## src/rtl/mdcf_pkg.sv

```systemverilog
// Shared types and constants for the marker delimited command framer.
package mdcf_pkg;

   localparam int FRAME_DEPTH = 40;
   localparam int CNT_W       = $clog2(FRAME_DEPTH + 1);
   localparam int ADDR_W      = (FRAME_DEPTH > 1) ? $clog2(FRAME_DEPTH) : 1;
   localparam int CSR_IDX_W   = 1;

   localparam logic [CNT_W-1:0] DEPTH_CNT = CNT_W'(FRAME_DEPTH);

   localparam logic [7:0] START_MARKER_RST = 8'h3C;
   localparam logic [7:0] END_MARKER_RST   = 8'h3E;

   typedef enum logic [CSR_IDX_W-1:0] {
      CSR_START_MARKER = 1'b0,
      CSR_END_MARKER   = 1'b1
   } csr_index_type;

   typedef enum logic [1:0] {
      STATUS_NONE     = 2'd0,
      STATUS_BYTE     = 2'd1,
      STATUS_EMPTY    = 2'd2,
      STATUS_OVERFLOW = 2'd3
   } status_type;

   typedef enum logic {
      FUNC_RX    = 1'b0,
      FUNC_FETCH = 1'b1
   } func_type;

   typedef struct packed {
      func_type   func;
      logic [7:0] rx_byte;
   } req_type;

   typedef struct packed {
      status_type status;
      logic [7:0] cmd_byte;
      logic       last;
   } rsp_type;

endpackage

```

## src/rtl/mdcf_ram.sv

```systemverilog
// Generic single write port, single read port RAM with registered read data.
module mdcf_ram #(
   parameter int WIDTH = 8,
   parameter int DEPTH = 40,
   parameter int AW    = (DEPTH > 1) ? $clog2(DEPTH) : 1
) (
   input  logic             clock,
   input  logic             wr_en,
   input  logic [AW-1:0]    wr_addr,
   input  logic [WIDTH-1:0] wr_data,
   input  logic             rd_en,
   input  logic [AW-1:0]    rd_addr,
   output logic [WIDTH-1:0] rd_data
);

   logic [WIDTH-1:0] mem_ff [DEPTH];
   logic [WIDTH-1:0] rd_data_ff;

   always_ff @(posedge clock) begin
      if (wr_en) begin
         mem_ff[wr_addr] <= wr_data;
      end
      if (rd_en) begin
         rd_data_ff <= mem_ff[rd_addr];
      end
   end

   assign rd_data = rd_data_ff;

endmodule

```

## src/rtl/marker_delimited_command_framer_core.sv

```systemverilog
// Top level: frame assembly and command fetch around a byte frame store RAM.
// A received byte yields no result.
// A fetch with one result (nothing ready, empty, overflow) shows it the next cycle.
// A fetch of an N byte frame passes its first byte through the RAM read and result
// registers, then one per cycle unless stalled, via the RAM read port; input stalls.
// Reset (synchronous): clears flags, fill count and markers ('<', '>'); store kept.
module marker_delimited_command_framer_core (
   input  logic                                  clock,
   input  logic                                  reset,
   input  logic                                  req_valid,
   output logic                                  req_stall,
   input  mdcf_pkg::req_type                     req_data,
   output logic                                  rsp_valid,
   input  logic                                  rsp_stall,
   output mdcf_pkg::rsp_type                     rsp_data,
   input  logic                                  csr_valid,
   output logic                                  csr_ready,
   input  logic [mdcf_pkg::CSR_IDX_W-1:0]        csr_index,
   input  logic [7:0]                            csr_wdata
);
   import mdcf_pkg::*;

   typedef enum logic {
      ST_IDLE,
      ST_STREAM
   } state_type;

   state_type         state_ff, state_in;
   logic [CNT_W-1:0]  fill_count_ff, fill_count_in;
   logic              started_ff, started_in;
   logic              ended_ff, ended_in;
   logic              overflowed_ff, overflowed_in;
   logic [CNT_W-1:0]  len_ff, len_in;
   logic [CNT_W-1:0]  rd_idx_ff, rd_idx_in;
   logic              rsp_valid_ff, rsp_valid_in;
   rsp_type           rsp_data_ff, rsp_data_in;
   logic [7:0]        start_marker_ff;
   logic [7:0]        end_marker_ff;

   logic              rsp_free;
   logic              req_accept;
   logic              wr_en;
   logic              rd_en;
   logic [ADDR_W-1:0] rd_addr;
   logic [7:0]        rd_data;
   logic              is_last;

   mdcf_ram #(
      .WIDTH (8),
      .DEPTH (FRAME_DEPTH)
   ) u_store (
      .clock   (clock),
      .wr_en   (wr_en),
      .wr_addr (fill_count_ff[ADDR_W-1:0]),
      .wr_data (req_data.rx_byte),
      .rd_en   (rd_en),
      .rd_addr (rd_addr),
      .rd_data (rd_data)
   );

   assign rsp_free   = !rsp_valid_ff || !rsp_stall;
   assign req_stall  = (state_ff != ST_IDLE) || ((req_data.func == FUNC_FETCH) && !rsp_free);
   assign req_accept = req_valid && !req_stall;
   assign is_last    = ((rd_idx_ff + CNT_W'(1)) == len_ff);
   assign csr_ready  = 1'b1;
   assign rsp_valid  = rsp_valid_ff;
   assign rsp_data   = rsp_data_ff;

   always_comb begin
      state_in      = state_ff;
      fill_count_in = fill_count_ff;
      started_in    = started_ff;
      ended_in      = ended_ff;
      overflowed_in = overflowed_ff;
      len_in        = len_ff;
      rd_idx_in     = rd_idx_ff;
      rsp_valid_in  = rsp_valid_ff && rsp_stall;
      rsp_data_in   = rsp_data_ff;
      wr_en         = 1'b0;
      rd_en         = 1'b0;
      rd_addr       = rd_idx_ff[ADDR_W-1:0];
      case (state_ff)
         ST_IDLE: begin
            if (req_accept) begin
               if (req_data.func == FUNC_RX) begin
                  if (!ended_ff) begin
                     if (req_data.rx_byte == start_marker_ff) begin
                        fill_count_in = '0;
                        started_in    = 1'b1;
                     end else if (req_data.rx_byte == end_marker_ff) begin
                        ended_in = 1'b1;
                     end else if (fill_count_ff < DEPTH_CNT) begin
                        wr_en         = 1'b1;
                        fill_count_in = fill_count_ff + CNT_W'(1);
                     end else begin
                        overflowed_in = 1'b1;
                     end
                  end
               end else if (started_ff && ended_ff) begin
                  started_in    = 1'b0;
                  ended_in      = 1'b0;
                  fill_count_in = '0;
                  if (fill_count_ff == '0) begin
                     rsp_valid_in = 1'b1;
                     rsp_data_in  = '{status: STATUS_EMPTY, cmd_byte: 8'h00, last: 1'b1};
                  end else begin
                     rd_en     = 1'b1;
                     rd_addr   = '0;
                     rd_idx_in = '0;
                     len_in    = fill_count_ff;
                     state_in  = ST_STREAM;
                  end
               end else if (overflowed_ff) begin
                  started_in    = 1'b0;
                  ended_in      = 1'b0;
                  overflowed_in = 1'b0;
                  rsp_valid_in  = 1'b1;
                  rsp_data_in   = '{status: STATUS_OVERFLOW, cmd_byte: 8'h00, last: 1'b1};
               end else begin
                  rsp_valid_in = 1'b1;
                  rsp_data_in  = '{status: STATUS_NONE, cmd_byte: 8'h00, last: 1'b1};
               end
            end
         end
         ST_STREAM: begin
            if (rsp_free) begin
               rsp_valid_in = 1'b1;
               rsp_data_in  = '{status: STATUS_BYTE, cmd_byte: rd_data, last: is_last};
               if (is_last) begin
                  state_in = ST_IDLE;
               end else begin
                  rd_en     = 1'b1;
                  rd_idx_in = rd_idx_ff + CNT_W'(1);
                  rd_addr   = rd_idx_in[ADDR_W-1:0];
               end
            end
         end
         default: begin
            state_in = ST_IDLE;
         end
      endcase
   end

   always_ff @(posedge clock) begin
      if (reset) begin
         state_ff        <= ST_IDLE;
         fill_count_ff   <= '0;
         started_ff      <= 1'b0;
         ended_ff        <= 1'b0;
         overflowed_ff   <= 1'b0;
         rsp_valid_ff    <= 1'b0;
         start_marker_ff <= START_MARKER_RST;
         end_marker_ff   <= END_MARKER_RST;
      end else begin
         state_ff      <= state_in;
         fill_count_ff <= fill_count_in;
         started_ff    <= started_in;
         ended_ff      <= ended_in;
         overflowed_ff <= overflowed_in;
         rsp_valid_ff  <= rsp_valid_in;
         if (csr_valid && csr_ready) begin
            case (csr_index_type'(csr_index))
               CSR_START_MARKER: start_marker_ff <= csr_wdata;
               CSR_END_MARKER:   end_marker_ff   <= csr_wdata;
               default: begin
               end
            endcase
         end
      end
      len_ff      <= len_in;
      rd_idx_ff   <= rd_idx_in;
      rsp_data_ff <= rsp_data_in;
   end

   a_fill_bound: assert property (@(posedge clock) disable iff (reset)
      fill_count_ff <= DEPTH_CNT)
      else $error("fill count beyond frame depth");

   a_stream_index: assert property (@(posedge clock) disable iff (reset)
      (state_ff == ST_STREAM) |-> (len_ff != '0) && (rd_idx_ff < len_ff))
      else $error("stream index out of frame length");

   a_stream_status: assert property (@(posedge clock) disable iff (reset)
      (state_ff == ST_STREAM) && rsp_valid_ff |-> (rsp_data_ff.status == STATUS_BYTE))
      else $error("non-byte result while streaming");

   a_no_write_in_stream: assert property (@(posedge clock) disable iff (reset)
      wr_en |-> (state_ff == ST_IDLE) && !rd_en)
      else $error("store write overlaps a fetch");

   a_stream_done_clears: assert property (@(posedge clock) disable iff (reset)
      (state_ff == ST_STREAM) |-> !started_ff && !ended_ff && (fill_count_ff == '0))
      else $error("frame flags not cleared on fetch");

endmodule

```

## config.mk

```make
export PLATFORM = sky130hd
export DESIGN_NAME = marker_delimited_command_framer_core
export DESIGN_NICKNAME = d
export VERILOG_FILES = /design/src/rtl/mdcf_pkg.sv /design/src/rtl/mdcf_ram.sv /design/src/rtl/marker_delimited_command_framer_core.sv
export SDC_FILE = /design/constraint.sdc
export NUM_CORES = 1
export LEC_CHECK = 0
export ABC_AREA = 0
export BUFFER_PORTS_ARGS = -buffer_cell sky130_fd_sc_hd__clkbuf_2
export CAP_MARGIN = 5
export CORE_MARGIN = 5
export CORE_UTILIZATION = 45
export CTS_CLUSTER_SIZE = 12
export DETAILED_ROUTE_END_ITERATION = 10
export HOLD_SLACK_MARGIN = 0.02
export PLACE_DENSITY_LB_ADDON = 0.3
export RECOVER_POWER = 100
export SYNTH_ARGS = -nofsm -noshare
export SYNTH_HDL_FRONTEND = slang
export SYNTH_SLANG_ARGS = --single-unit
```

## constraint.sdc

```tcl
create_clock -name clock -period 3.8 [get_ports clock]
set_input_delay 1.14 -clock clock [delete_from_list [all_inputs] [get_ports clock]]
set_output_delay 1.14 -clock clock [all_outputs]
set_load 0.01 [all_outputs]
```

==> summary.md <==
| Metric | Value |
|---|---|
| Vias per cell | 5.594 |
| WL/cell | 23.25 um |
| Root buffer cell | clkbuf_16 |
| Final max-slew violation count | 303 |
| Leading area contributor after synthesis | edfxtp_1 |
| Max Freq | 271.3 MHz |
| Post-Synthesis Cells | 898 |
| Area delta synth->final | 17.81% |
| Internal power | 6.753 mW |
| Startpoint Class | flip-flop |
| Simple-Gate Fraction of Synth Area | 7.340% |
| TritonRoute pass-1 iters | 5 |
| Critical Path End Type | flip-flop |
| CTS tree | done |
| # diodes | 0 |
| Flop pwr share | 54.2% |
| Sw Share | 19.90% |
| Post-Syn Nets | 924 |
| Final ANT Viol Nets | 0 |
| Core footprint | 33530 um^2 |
| Share of flip-flops with an asynchronous set or reset | 0% |
| Ports | 37 |
| Maximum vdd drop | 0.3623 mV |
| Largest family of logic cells by synthesized area | multiplexers |
| Average size of a mapped cell | 16.99 um^2 |
| Clk pwr share | 43.4% |
| Non-filler cells, final | 1540 |
| Pin count of the biggest net entering global routing | 41 |
| Initial DRC Count | 742 |
| Post-synth top flop | edfxtp_1 |
| Data required time of the worst path | 4060 ps |
| CTS buffer count | 40 |
| Initial antenna violation count | 0 |
| Worst-Margin Slew | 1934 ps |
| Sequential fraction of the synthesis area | 72.24% |
| Post-Syn Area | 15260 um^2 |
| Share of layout cells above drive strength 1 | 23.08% |
| CP max-delay cell | mux4_2 |
| Synth Area in XOR/XNOR | 1.722% |
| Die ar. | 37680 um^2 |
| Failing checks | max-capacitance violations, max-slew violations |
| Hold WC Path Type | flip-flop to flip-flop |
| Total global-route track usage | 18.80% |
| EDFF count, synth | 345 |
| Switching Power | 1.677 mW |
| Period Utilization, post-route | 97.00% |
| WL final | 35800 um |
| Cell area after layout | 17970 um^2 |
| Commonest cells in the netlist | edfxtp_1 (345), nand2_1 (65), nor2_1 (62), mux4_2 (56), mux2i_1 (40) |
| Via count | 8614 |
| Routability cong. | 0.8773 |
| Setup ws final | 114.1 ps |
| Count leader, synth | edfxtp_1 |
| Power Density | 469.0 nW/um^2 |
| Initial core utilization | 45.50% |
| Htree depth | 2 |
| Delay of the slowest cell on the worst path | 500 ps |
| Worst skew pair latency | 540 ps |
| Max_cap viols | 8 |
| Input/output buffers | 35 |
| CTS Buffer Depth | 3 |
| Comb pwr share | 2.4% |
| Crit-path leading delay family | compound AO/OA/AOI/OAI gates |
| Gr ovfl total | 0 |
| Setup Slack @ Placement | -318.2 ps |
| P_leak | 6.247 nW |
| Final setup fails | 0 |
| Mux cell area share after synthesis | 11.70% |
| Crit-path most repeated cell | a211oi_2 |
| Dpl hpwl | 23920 um |
| Die H | 194.1 um |
| DRC Markers | 0 |
| Nets | 1096 |
| Setup CP Type | flip-flop to flip-flop |
| Clock net sink count | 378 |
| Vias in the first global route | 8838 |
| Crit-path cells | ha_2 -> xnor2_1 -> nand2_1 -> a211oi_2 -> a211oi_2 -> a311oi_4 -> buf_6 -> buf_12 -> mux4_2 -> a22o_1 -> a221o_1 -> or4_1 |
| First-pass GRT wire length | 54230 um |
| Synth top area share | 67.91% |
| Yosys cell types | 63 |
| Synth top area cells | edfxtp_1 (68%), mux4_2 (8.3%), dfxtp_1 (4.3%) |
| Worst slew margin | -28.93% |
| Flops & latches, synth | 378 |
| Ys Warns | 0 |
| Status | complete, but fails checks |
| Buf/Inv on CP | 2 |
| Fill cells | 2724 |
| Setup Skew | 17.55 ps |
| Worst Path Max Fanout | 6 |
| Clock slew at reported path FFs | 60 ps |
| Worst EP arrival | 3950 ps |
| Cells after DPL | 1472 |
| Post-synthesis compound-gate area fraction | 5.027% |
| FP Rows | 67 |
| Area after DPL | 16860 um^2 |
| Adder-cell area share of the yosys netlist | 0.2460% |
| Final Hold Fails | 0 |
| Min Clock Period, post-route | 3686 ps |
| Die width | 194.1 um |
| Hold-fix buffers, CTS | 0 |
-- power groups by stage --
stage | Clock [mW] | Sequential [mW] | Combinational (mW)
after floorplan | 0 | 4.66 | 0.0790
after global placement | 0 | 4.65 | 0.211
after detailed placement | 0 | 4.65 | 0.216
after CTS | 3.72 | 4.57 | 0.216
after global routing | 3.93 | 4.57 | 0.223
final | 3.66 | 4.57 | 0.203
-- flip-flops by register name, indices dropped and copies added, names as in the netlist --
signal and flops:
end_marker_ff 8, ended_ff 1, fill_count_ff 6, len_ff 6, overflowed_ff 1, rd_idx_ff 6, rsp_data 11, rsp_valid 1
start_marker_ff 8, started_ff 1, state_ff 1, u_store.mem_ff 320, u_store.rd_data 8
-- per-stage QoR --
step / hold slack, ps / utilization, % / total power, mW / setup TNS [ps]
after floorplan: 406.4 / - / 4.736 / -19.39
after global placement: 457.0 / 50.28 / 4.865 / -1575
after detailed placement: 463.1 / 50.28 / 4.870 / -1861
after CTS: 471.4 / 53.90 / 8.502 / 0
after global routing: 499.4 / 53.60 / 8.722 / -0.4157
final: 469.2 / 53.60 / 8.430 / 0
-- tightest hold or removal path, stage by stage (launching register included) --
cell	delay, ps
dfxtp_1	310
nand2_1	60
a21oi_1	50
-- layout make-up --
class / count / area, um^2 / share of cell area [%]
Sequential cell: 378 / 11030 / 61.35
Multi-Input combinational cell: 470 / 4056 / 22.57
Timing Repair Buffer: 169 / 1075 / 5.980
Clock buffer: 51 / 1042 / 5.799
Tap cell: 448 / 560.5 / 3.119
Clock inverter: 13 / 171.4 / 0.9537
Inverter: 11 / 41.29 / 0.2297
-- logic make-up (layout without fill, tap and decap cells) --
family | Yosys count | in the layout
buffers and inverters | 50 | 244
xor gates and xnor gates | 30 | 30
AOI/OAI and AO/OA | 102 | 102
and+or+nand+nor | 227 | 227
other | 1 | 1
muxes | 107 | 107
DFF | 378 | 378
adders and majority gates | 3 | 3
-- worst paths after layout --
path	end	slack [ps]	cells after the start	startpoint
setup / recovery	u_store.rd_data[1]	110	12	rd_idx_ff[1]
hold / removal	start_marker_ff[1]	470	2	start_marker_ff[1]
setup reg to reg	u_store.rd_data[1]	110	12	rd_idx_ff[1]
hold reg to reg	start_marker_ff[1]	470	2	start_marker_ff[1]
-- routing by layer --
layer / vias to the layer above / track usage [%] / share of wire, %
li1: 3891 / - / -
met1: 4384 / 26.88 / 43
met2: 271 / 29.68 / 47
met3: 68 / 3.423 / 6.1
met4: 0 / 5.911 / 3.5
met5: - / 0 / 0
-- cell usage in the layout, fill, tap and decap left out, drive strengths merged, types with 16 or more instances in the layout --
cell and n:
mux4 56, mux2i 40, nor2 62, dfxtp 33
clkbuf 145, a21oi 29, edfxtp 345, buf 75
nand3 16, xor2 24, nand2 65
-- what timing repair did --
| item | in CTS | in global routing |
|---|---|---|
| setup buffers | 0 | 3 |
| gates resized for setup | 0 | 16 |
| cloned | 0 | 1 |
| setup endpoints to repair | 2 | 8 |
| pin swaps | 1 | 10 |
(Power assumes the default switching activity.)
